### src/sv/wbps_pkg.sv
`default_nettype none

package wbps_pkg;

  // Window depth and width of the saturating byte count.
  localparam int PATTERN_MAX  = 16;
  localparam int OFFSET_WIDTH = 32;

  // Field widths fixed by the register map and the channels.
  localparam int BYTE_W      = 8;
  localparam int ADDR_W      = 64;
  localparam int CFG_DATA_W  = 64;
  localparam int WILDCARD_W  = 16;
  localparam int LENGTH_W    = 5;
  localparam int CFG_INDEX_W = 3;

  // Width of a pattern position and of an effective length (1 to PATTERN_MAX).
  localparam int POS_W = (PATTERN_MAX > 1) ? $clog2(PATTERN_MAX) : 1;
  localparam int LEN_W = $clog2(PATTERN_MAX + 1);

  // Register indexes of the configuration port.
  localparam logic [CFG_INDEX_W-1:0] REG_BASE_ADDRESS  = 3'd0;
  localparam logic [CFG_INDEX_W-1:0] REG_PATTERN_LOW   = 3'd1;
  localparam logic [CFG_INDEX_W-1:0] REG_PATTERN_HIGH  = 3'd2;
  localparam logic [CFG_INDEX_W-1:0] REG_WILDCARD_MASK = 3'd3;
  localparam logic [CFG_INDEX_W-1:0] REG_PATTERN_LEN   = 3'd4;

  // Control handed from the top level to every window cell.
  typedef struct packed {
    logic shift;
    logic clear;
  } cell_ctrl_t;

endpackage

`default_nettype wire

### src/sv/wbps_in_if.sv
`default_nettype none

interface wbps_in_if;
  logic                           valid;
  logic                           ready;
  logic [wbps_pkg::BYTE_W-1:0]    data_byte;
  logic                           last_byte;

  modport source (output valid, output data_byte, output last_byte, input ready);
  modport sink   (input valid, input data_byte, input last_byte, output ready);
endinterface

`default_nettype wire

### src/sv/wbps_out_if.sv
`default_nettype none

interface wbps_out_if;
  logic                           valid;
  logic                           ready;
  logic                           match_found;
  logic [wbps_pkg::ADDR_W-1:0]    match_address;
  logic                           end_of_scan;

  modport source (output valid, output match_found, output match_address,
                  output end_of_scan, input ready);
  modport sink   (input valid, input match_found, input match_address,
                  input end_of_scan, output ready);
endinterface

`default_nettype wire

### src/sv/wbps_cell.sv
`default_nettype none

// One window position: holds a byte, passes it on at each shift and records
// whether the byte it takes in agrees with the pattern byte aimed at it.
module wbps_cell (
  input  wire                              clk,
  input  wire                              rst,
  input  wire  wbps_pkg::cell_ctrl_t       ctrl,
  input  wire  [wbps_pkg::BYTE_W-1:0]      byte_in,
  input  wire  [wbps_pkg::BYTE_W-1:0]      pattern_byte,
  input  wire                              care,
  output logic [wbps_pkg::BYTE_W-1:0]      byte_out,
  output logic                             hit
);

  logic [wbps_pkg::BYTE_W-1:0] window_byte;

  always_ff @(posedge clk) begin
    if (rst) begin
      window_byte <= '0;
    end else if (ctrl.shift) begin
      window_byte <= ctrl.clear ? '0 : byte_in;
    end
  end

  // The compare looks at the byte as it enters, so it belongs to the same
  // window as the shift that stores it.
  always_ff @(posedge clk) begin
    if (ctrl.shift) begin
      hit <= !care || (byte_in == pattern_byte);
    end
  end

  assign byte_out = window_byte;

endmodule

`default_nettype wire

### src/sv/wildcard_byte_pattern_scan.sv
// Byte signature scanner with wildcards.
// The input channel carries one byte of a memory image per transaction, with
// last_byte marking the final byte. The output channel carries at most one
// transaction per input byte: one whenever base_address is not zero and the
// most recent pattern_length bytes match every non-wildcard pattern byte
// (match_address is base_address plus the offset of the first matching byte),
// and one for the last byte in any case, flagged end_of_scan. Configuration
// is written through a plain write port (cfg_we, cfg_index, cfg_data) while
// the block is idle, a rule for the user that the block does not enforce.
// Throughput is one byte per cycle unless a held result blocks stage one: the
// window is a chain of sixteen cells that shift and compare in the cycle a
// byte is taken. The output register after stage one combines the cell hits
// and adds the start offset to the base address. If the receiver stalls, the
// result waits there while stage one takes bytes until it holds one with a
// result; a byte that gives no result never holds up the input. Reset clears
// the window, the count and both pipeline stages and returns the registers
// to their reset values (pattern length one, everything else zero). After
// the last byte of an image the window and the count return to zero as well.
`default_nettype none

module wildcard_byte_pattern_scan (
  input  wire                                   clk,
  input  wire                                   rst,
  input  wire                                   cfg_we,
  input  wire  [wbps_pkg::CFG_INDEX_W-1:0]      cfg_index,
  input  wire  [wbps_pkg::CFG_DATA_W-1:0]       cfg_data,
  wbps_in_if.sink                               in_ch,
  wbps_out_if.source                            out_ch
);

  // Configuration registers.
  logic [wbps_pkg::ADDR_W-1:0]     base_address;
  logic [wbps_pkg::CFG_DATA_W-1:0] pattern_low_bytes;
  logic [wbps_pkg::CFG_DATA_W-1:0] pattern_high_bytes;
  logic [wbps_pkg::WILDCARD_W-1:0] wildcard_mask;
  logic [wbps_pkg::LENGTH_W-1:0]   pattern_length;

  always_ff @(posedge clk) begin
    if (rst) begin
      base_address       <= '0;
      pattern_low_bytes  <= '0;
      pattern_high_bytes <= '0;
      wildcard_mask      <= '0;
      pattern_length     <= wbps_pkg::LENGTH_W'(1);
    end else if (cfg_we) begin
      unique case (cfg_index)
        wbps_pkg::REG_BASE_ADDRESS:  base_address       <= cfg_data;
        wbps_pkg::REG_PATTERN_LOW:   pattern_low_bytes  <= cfg_data;
        wbps_pkg::REG_PATTERN_HIGH:  pattern_high_bytes <= cfg_data;
        wbps_pkg::REG_WILDCARD_MASK: wildcard_mask      <= cfg_data[wbps_pkg::WILDCARD_W-1:0];
        wbps_pkg::REG_PATTERN_LEN:   pattern_length     <= cfg_data[wbps_pkg::LENGTH_W-1:0];
        default: ;
      endcase
    end
  end

  // A length of zero counts as one; anything beyond the window is clipped.
  logic [wbps_pkg::LEN_W-1:0] len_eff;

  always_comb begin
    priority if (pattern_length == '0) begin
      len_eff = wbps_pkg::LEN_W'(1);
    end else if (pattern_length > wbps_pkg::LENGTH_W'(wbps_pkg::PATTERN_MAX)) begin
      len_eff = wbps_pkg::LEN_W'(wbps_pkg::PATTERN_MAX);
    end else begin
      len_eff = wbps_pkg::LEN_W'(pattern_length);
    end
  end

  // Handshake and pipeline control. Stage one is the row of cell hits plus
  // the window-full flag, the start offset and the last-byte flag; stage two
  // is the output register.
  logic                                s1_valid;
  logic                                s1_full;
  logic [wbps_pkg::OFFSET_WIDTH-1:0]   s1_offset;
  logic                                s1_last;
  logic [wbps_pkg::PATTERN_MAX-1:0]    hits;
  logic                                s1_match;
  logic                                s1_result;
  logic                                out_valid;
  logic                                advance;
  logic                                s1_free;
  logic                                accept;

  assign advance   = !out_valid || out_ch.ready;
  assign s1_match  = s1_full && (&hits);
  assign s1_result = s1_match || s1_last;
  // Stage one empties when it is empty, has nothing to deliver, or can move on.
  assign s1_free   = !s1_valid || !s1_result || advance;
  assign accept    = in_ch.valid && s1_free;
  assign in_ch.ready = s1_free;

  // Saturating byte count of the current image.
  logic [wbps_pkg::OFFSET_WIDTH-1:0] bytes_seen;
  logic [wbps_pkg::OFFSET_WIDTH-1:0] bytes_seen_next;
  logic [wbps_pkg::OFFSET_WIDTH-1:0] len_wide;

  assign bytes_seen_next = (bytes_seen == '1) ? bytes_seen
                                              : bytes_seen + wbps_pkg::OFFSET_WIDTH'(1);
  assign len_wide = wbps_pkg::OFFSET_WIDTH'(len_eff);

  always_ff @(posedge clk) begin
    if (rst) begin
      bytes_seen <= '0;
    end else if (accept) begin
      bytes_seen <= in_ch.last_byte ? '0 : bytes_seen_next;
    end
  end

  // Pattern byte and care flag aimed at each cell. Cell j holds the byte that
  // arrived j bytes ago, so it faces pattern position len - 1 - j.
  logic [2*wbps_pkg::CFG_DATA_W-1:0] pattern_all;
  logic [wbps_pkg::BYTE_W-1:0]       cell_pat  [wbps_pkg::PATTERN_MAX];
  logic                              cell_care [wbps_pkg::PATTERN_MAX];

  assign pattern_all = {pattern_high_bytes, pattern_low_bytes};

  always_comb begin
    logic [wbps_pkg::LEN_W-1:0] pos;
    for (int j = 0; j < wbps_pkg::PATTERN_MAX; j++) begin
      pos = len_eff - wbps_pkg::LEN_W'(1) - wbps_pkg::LEN_W'(j);
      cell_pat[j]  = pattern_all[{pos[wbps_pkg::POS_W-1:0], 3'b000} +: wbps_pkg::BYTE_W];
      cell_care[j] = (wbps_pkg::LEN_W'(j) < len_eff)
                     && !wildcard_mask[pos[wbps_pkg::POS_W-1:0]];
    end
  end

  // The chain of window cells. Every cell shifts on an accepted byte, and the
  // last byte of an image leaves the window cleared behind it.
  wbps_pkg::cell_ctrl_t         cell_ctrl;
  logic [wbps_pkg::BYTE_W-1:0]  cell_byte [wbps_pkg::PATTERN_MAX];

  assign cell_ctrl.shift = accept;
  assign cell_ctrl.clear = in_ch.last_byte;

  for (genvar j = 0; j < wbps_pkg::PATTERN_MAX; j++) begin : g_cell
    logic [wbps_pkg::BYTE_W-1:0] cell_in;
    if (j == 0) begin : g_head
      assign cell_in = in_ch.data_byte;
    end else begin : g_link
      assign cell_in = cell_byte[j-1];
    end
    wbps_cell u_cell (
      .clk          (clk),
      .rst          (rst),
      .ctrl         (cell_ctrl),
      .byte_in      (cell_in),
      .pattern_byte (cell_pat[j]),
      .care         (cell_care[j]),
      .byte_out     (cell_byte[j]),
      .hit          (hits[j])
    );
  end

  // Stage one: the rest of the compare-stage payload.
  always_ff @(posedge clk) begin
    if (rst) begin
      s1_valid <= 1'b0;
    end else if (s1_free) begin
      s1_valid <= in_ch.valid;
    end
  end

  always_ff @(posedge clk) begin
    if (accept) begin
      s1_full   <= (base_address != '0) && (bytes_seen_next >= len_wide);
      s1_offset <= bytes_seen_next - len_wide;
      s1_last   <= in_ch.last_byte;
    end
  end

  // Stage two: output register.
  logic                        match_found;
  logic [wbps_pkg::ADDR_W-1:0] match_address;
  logic                        end_of_scan;

  always_ff @(posedge clk) begin
    if (rst) begin
      out_valid <= 1'b0;
    end else if (advance) begin
      out_valid <= s1_valid && s1_result;
    end
  end

  always_ff @(posedge clk) begin
    if (advance && s1_valid && s1_result) begin
      match_found   <= s1_match;
      match_address <= s1_match ? base_address + wbps_pkg::ADDR_W'(s1_offset) : '0;
      end_of_scan   <= s1_last;
    end
  end

  assign out_ch.valid         = out_valid;
  assign out_ch.match_found   = match_found;
  assign out_ch.match_address = match_address;
  assign out_ch.end_of_scan   = end_of_scan;

`ifndef SYNTHESIS
  // A result without a match can only be the end-of-scan result.
  a_nomatch_is_end: assert property (@(posedge clk) disable iff (rst)
    out_valid && !match_found |-> end_of_scan)
    else $error("result without match and without end of scan");

  // A missed match reports address zero.
  a_nomatch_addr: assert property (@(posedge clk) disable iff (rst)
    out_valid && !match_found |-> match_address == '0)
    else $error("non-zero address on a result without match");

  // A zero base address never yields a match.
  a_base_gates: assert property (@(posedge clk) disable iff (rst)
    out_valid && match_found |-> base_address != '0)
    else $error("match reported with zero base address");

  // The last byte of an image restarts the count.
  a_last_clears: assert property (@(posedge clk) disable iff (rst)
    accept && in_ch.last_byte |=> bytes_seen == '0)
    else $error("byte count not cleared after the last byte");

  // Any other byte leaves a count of at least one.
  a_count_moves: assert property (@(posedge clk) disable iff (rst)
    accept && !in_ch.last_byte |=> bytes_seen != '0)
    else $error("byte count zero after a byte was taken");
`endif

endmodule

`default_nettype wire

### src/flat_wrapper.sv
// flat-port wrapper written by rule: the top's interface ports become plain ports
module wildcard_byte_pattern_scan_flat 
  (clk, rst, cfg_we, cfg_index, cfg_data, in_ch_valid, in_ch_data_byte, in_ch_last_byte, in_ch_ready, out_ch_valid, out_ch_match_found, out_ch_match_address, out_ch_end_of_scan, out_ch_ready);
  wbps_in_if in_ch_i ();
  wbps_out_if out_ch_i ();
  input  wire clk;
  input  wire rst;
  input  wire cfg_we;
  input  wire  [wbps_pkg::CFG_INDEX_W-1:0] cfg_index;
  input  wire  [wbps_pkg::CFG_DATA_W-1:0] cfg_data;
  input wire logic [$bits(in_ch_i.valid)-1:0] in_ch_valid;
  input wire logic [$bits(in_ch_i.data_byte)-1:0] in_ch_data_byte;
  input wire logic [$bits(in_ch_i.last_byte)-1:0] in_ch_last_byte;
  output wire logic [$bits(in_ch_i.ready)-1:0] in_ch_ready;
  output wire logic [$bits(out_ch_i.valid)-1:0] out_ch_valid;
  output wire logic [$bits(out_ch_i.match_found)-1:0] out_ch_match_found;
  output wire logic [$bits(out_ch_i.match_address)-1:0] out_ch_match_address;
  output wire logic [$bits(out_ch_i.end_of_scan)-1:0] out_ch_end_of_scan;
  input wire logic [$bits(out_ch_i.ready)-1:0] out_ch_ready;
  assign in_ch_i.valid = in_ch_valid;
  assign in_ch_i.data_byte = in_ch_data_byte;
  assign in_ch_i.last_byte = in_ch_last_byte;
  assign in_ch_ready = in_ch_i.ready;
  assign out_ch_valid = out_ch_i.valid;
  assign out_ch_match_found = out_ch_i.match_found;
  assign out_ch_match_address = out_ch_i.match_address;
  assign out_ch_end_of_scan = out_ch_i.end_of_scan;
  assign out_ch_i.ready = out_ch_ready;
  wildcard_byte_pattern_scan u_core (.clk(clk), .rst(rst), .cfg_we(cfg_we), .cfg_index(cfg_index), .cfg_data(cfg_data), .in_ch(in_ch_i), .out_ch(out_ch_i));
endmodule
### config.mk
export PLATFORM = sky130hd
export DESIGN_NAME = wildcard_byte_pattern_scan_flat
export DESIGN_NICKNAME = d
export VERILOG_FILES = /design/src/sv/wbps_pkg.sv /design/src/sv/wbps_in_if.sv /design/src/sv/wbps_out_if.sv /design/src/sv/wbps_cell.sv /design/src/sv/wildcard_byte_pattern_scan.sv /design/src/flat_wrapper.sv
export SDC_FILE = /design/constraint.sdc
export NUM_CORES = 2
export LEC_CHECK = 0
export ABC_AREA = 0
export BUFFER_PORTS_ARGS = -buffer_cell sky130_fd_sc_hd__clkbuf_2
export CORE_UTILIZATION = 51
export CTS_CLUSTER_DIAMETER = 100
export DETAILED_ROUTE_END_ITERATION = 6
export PLACE_DENSITY = 0.68
export SLEW_MARGIN = 25
export SYNTH_ARGS = -nofsm -noshare
export SYNTH_HDL_FRONTEND = slang
export SYNTH_HIERARCHICAL = 1
export SYNTH_SLANG_ARGS = --single-unit
### constraint.sdc
create_clock -name clk -period 8.4 [get_ports clk]
set_input_delay 0.42 -clock clk [delete_from_list [all_inputs] [get_ports clk]]
set_output_delay 0.42 -clock clk [all_outputs]
set_load 0.005 [all_outputs]
==> flow_metrics.env <==
export IMPL_run_status="finished clean"
export IMPL_dp_final_hpwl_mm=80.6
export IMPL_startpoint_type="flop"
export IMPL_slew_violations=0
export IMPL_finClkSkew_ns=0.0291
export IMPL_synthCells=3326
export IMPL_drc=0
export IMPL_timing_final_crit_share_pct=63.7
export IMPL_io_pins=149
export IMPL_avgSynthCellArea_um2=8.83
export IMPL_r2r_end="u_core/g_cell[9].u_cell/hit"
export IMPL_r2r_slack_ns=3.05
export IMPL_crit_family="buffers and inverters"
export IMPL_root_buffer="clkbuf_16"
export IMPL_dieArea_mm2=0.0585
export IMPL_row_count=87
export IMPL_fmax_mhz=187
export IMPL_cp_slowest_cell="xor2_4"
export IMPL_finalSetupTns_ns=0
export IMPL_io_buffers=148
export IMPL_path_clk_slew_ns=0.07
export IMPL_p_leak_uw=0.0131
export IMPL_p_per_area_mw_per_mm2=179
export IMPL_synthesis_area_mm2=0.0294
export IMPL_antenna_left=0
export IMPL_grt_pass1_vias=23700
export IMPL_max_cap_violations=0
export IMPL_cts_max_level=2
export IMPL_holdPathEnd="u_core/pattern_low_bytes[53]"
export IMPL_die_x_um=242
export IMPL_insertion_delay_ns=0.65
export IMPL_nFillCells=5042
export IMPL_crit_type="reg -> reg"
export IMPL_worst_pin_slew_ns=1.15
export IMPL_worstPathMaxFanout=149
export IMPL_rr_worst_depth=16
export IMPL_firstDrtPassIters=6
export IMPL_cts_buffer_depth=3
export IMPL_finalNetCount=3484
export IMPL_layout_drive_gt1_share_pct=10.4
export IMPL_grt_max_degree=188
export IMPL_hold_depth=3
export IMPL_antenna_found_initial=2
export IMPL_crit_path_end_kind="flop"
export IMPL_crit_buf_inv=5
export IMPL_area_growth_pct=11.1
export IMPL_gp_congestion=1.01
export IMPL_wire_per_inst_um=25.4
export IMPL_rsz0062_at_grt="false"
export IMPL_cts_setup_buffers=0
export IMPL_cp_required_ns=8.88
export IMPL_core_area_mm2=0.0566
export IMPL_syn_nets=3455
export IMPL_grt_usage_pct=35.0
export IMPL_cts_sinks=483
export IMPL_grt_pass1_wl_mm=154
export IMPL_die_height_um=242
export IMPL_period_minus_slack_ns=5.35
export IMPL_drtIter0Drc=2755
export IMPL_cp_arrival_ns=5.83
export IMPL_cpPeakStageDelay_ns=0.68
export IMPL_overflow=0
export IMPL_finalSetupViolations=0
export IMPL_dp_cells=4053
export IMPL_r2r_start="u_core/pattern_length[4]"
export IMPL_ys_warnings_count=6
export IMPL_viasPerCell=6.17
export IMPL_min_from="cfg_data[53]"
export IMPL_drt_total_wl_mm=106
export IMPL_cts_buffers=54
export IMPL_hold_class="in -> reg"
export IMPL_vdd_ir_drop_max_mv=0.169
export IMPL_initial_utilization_pct=51.9
export IMPL_cts_tree="done"
export IMPL_layout_cells_non_filler=4157
export IMPL_slew_headroom_pct=23.2
export IMPL_vias=25700
export IMPL_n_antenna_cell=0
export IMPL_final_hold_violation_count=0
export IMPL_crit_chain="inv_1 -> o21ai_4 -> buf_12 -> ha_2 -> xnor2_2 -> buf_4 -> inv_1 -> buf_4 -> ha_1 -> nand2_1 -> nand2_1 -> xor2_4 -> mux2i_1 -> xnor2_1 -> nand4_1 -> o21ai_0"
[cell type report]
| class | count | area [µm²] | area share (%) |
|---|---|---|---|
| clock inverter | 32 | 478 | 1.46 |
| timing repair buffer | 178 | 1020 | 3.14 |
| sequential | 483 | 10800 | 33.2 |
| tap | 756 | 946 | 2.90 |
| multi-input combinational | 2609 | 17700 | 54.3 |
| clock buffer | 70 | 1520 | 4.65 |
| inverter | 29 | 111 | 0.341 |
[what timing repair did]
| action | 4_1_cts | 5_1_grt |
|---|---|---|
| hold buffers | 1 | 0 |
| gates resized for setup | 0 | 0 |
| hold endpoints to repair | 1 | 0 |
[metrics by stage]
step           util (%)  hold WS, ns  total power [µW]  worst slack [ns]  instance area (µm²)
6_report           57.7       0.0366              5840              3.05                32600
5_1_grt            57.7       0.0273              6010              2.66                32600
4_1_cts            57.6      0.00640              5860              3.06                32600
3_5_place_dp       54.0        0.462              3210              3.05                30600
3_3_place_gp       54.0        0.454              3200              3.01                30600
2_1_floorplan         -        0.445              2970              3.32                29400
[placed cells by master, fill, tap and decap left out, types with 17 or more instances in the layout]
cell type and n:
ha_1 44, inv_1 27, a31oi_1 17, nor2_1 206, nand4_1 63, nand2b_1 20, clkbuf_2 148, nand3_1 35
buf_4 26, a21oi_1 430, nor3_1 26, mux2i_1 573, and2b_1 106, dfxtp_1 367, xor2_1 31, edfxtp_1 116
and3_1 27, a21o_1 26, o21ai_0 75, nand3b_1 20, xnor2_1 180, clkbuf_16 56, nor4_1 22, nand2_1 486
[where the power goes]
| group | internal [µW] | switching, µW |
|---|---|---|
| combinational | 246 | 432 |
| clock | 1600 | 1070 |
| sequential | 2450 | 51.4 |
[layer usage]
metal,GRT usage (%),vias up,wire length [µm]
met2,52.7,1048,46000
met5,0,-,31
met3,4.54,167,7730
met1,51.7,12600,48600
met4,10.6,4,3140
li1,-,11800,-
[flip-flops by register name, indices dropped and copies added (netlist names)]
register and flops:
u_core/pattern_length 5, u_core/s1_full 1, u_core/out_ch.match_found 1, u_core/s1_last 1
u_core/base_address 64, u_core/s1_valid 1, u_core/pattern_high_bytes 64, u_core/s1_offset 32
u_core/out_ch.end_of_scan 1, u_core/g_cell.u_cell/byte_out 120, u_core/wildcard_mask 16, u_core/pattern_low_bytes 64
u_core/bytes_seen 32, u_core/out_ch.match_address 64, u_core/out_ch.valid 1, u_core/g_cell.u_cell/hit 16
[tightest hold or removal path, cell delays in order]
cell      delay [ns]
clkbuf_2        0.11
nand2_1         0.06
a21oi_1         0.05
[worst max path at each step]
stage	start	endpoint	slack [ns]	depth (start not counted)
detailed placement	u_core/pattern_length[4]	u_core/g_cell[2].u_cell/hit	3.05	13
global route	u_core/pattern_length[4]	u_core/g_cell[2].u_cell/hit	2.66	13
CTS	u_core/pattern_length[4]	u_core/g_cell[10].u_cell/hit	3.06	13
global placement	u_core/pattern_length[2]	u_core/g_cell[9].u_cell/hit	3.01	14
floorplan	u_core/pattern_length[4]	u_core/g_cell[14].u_cell/hit	3.32	16
finish	u_core/pattern_length[4]	u_core/g_cell[9].u_cell/hit	3.05	16
(Power assumes the default switching activity.)
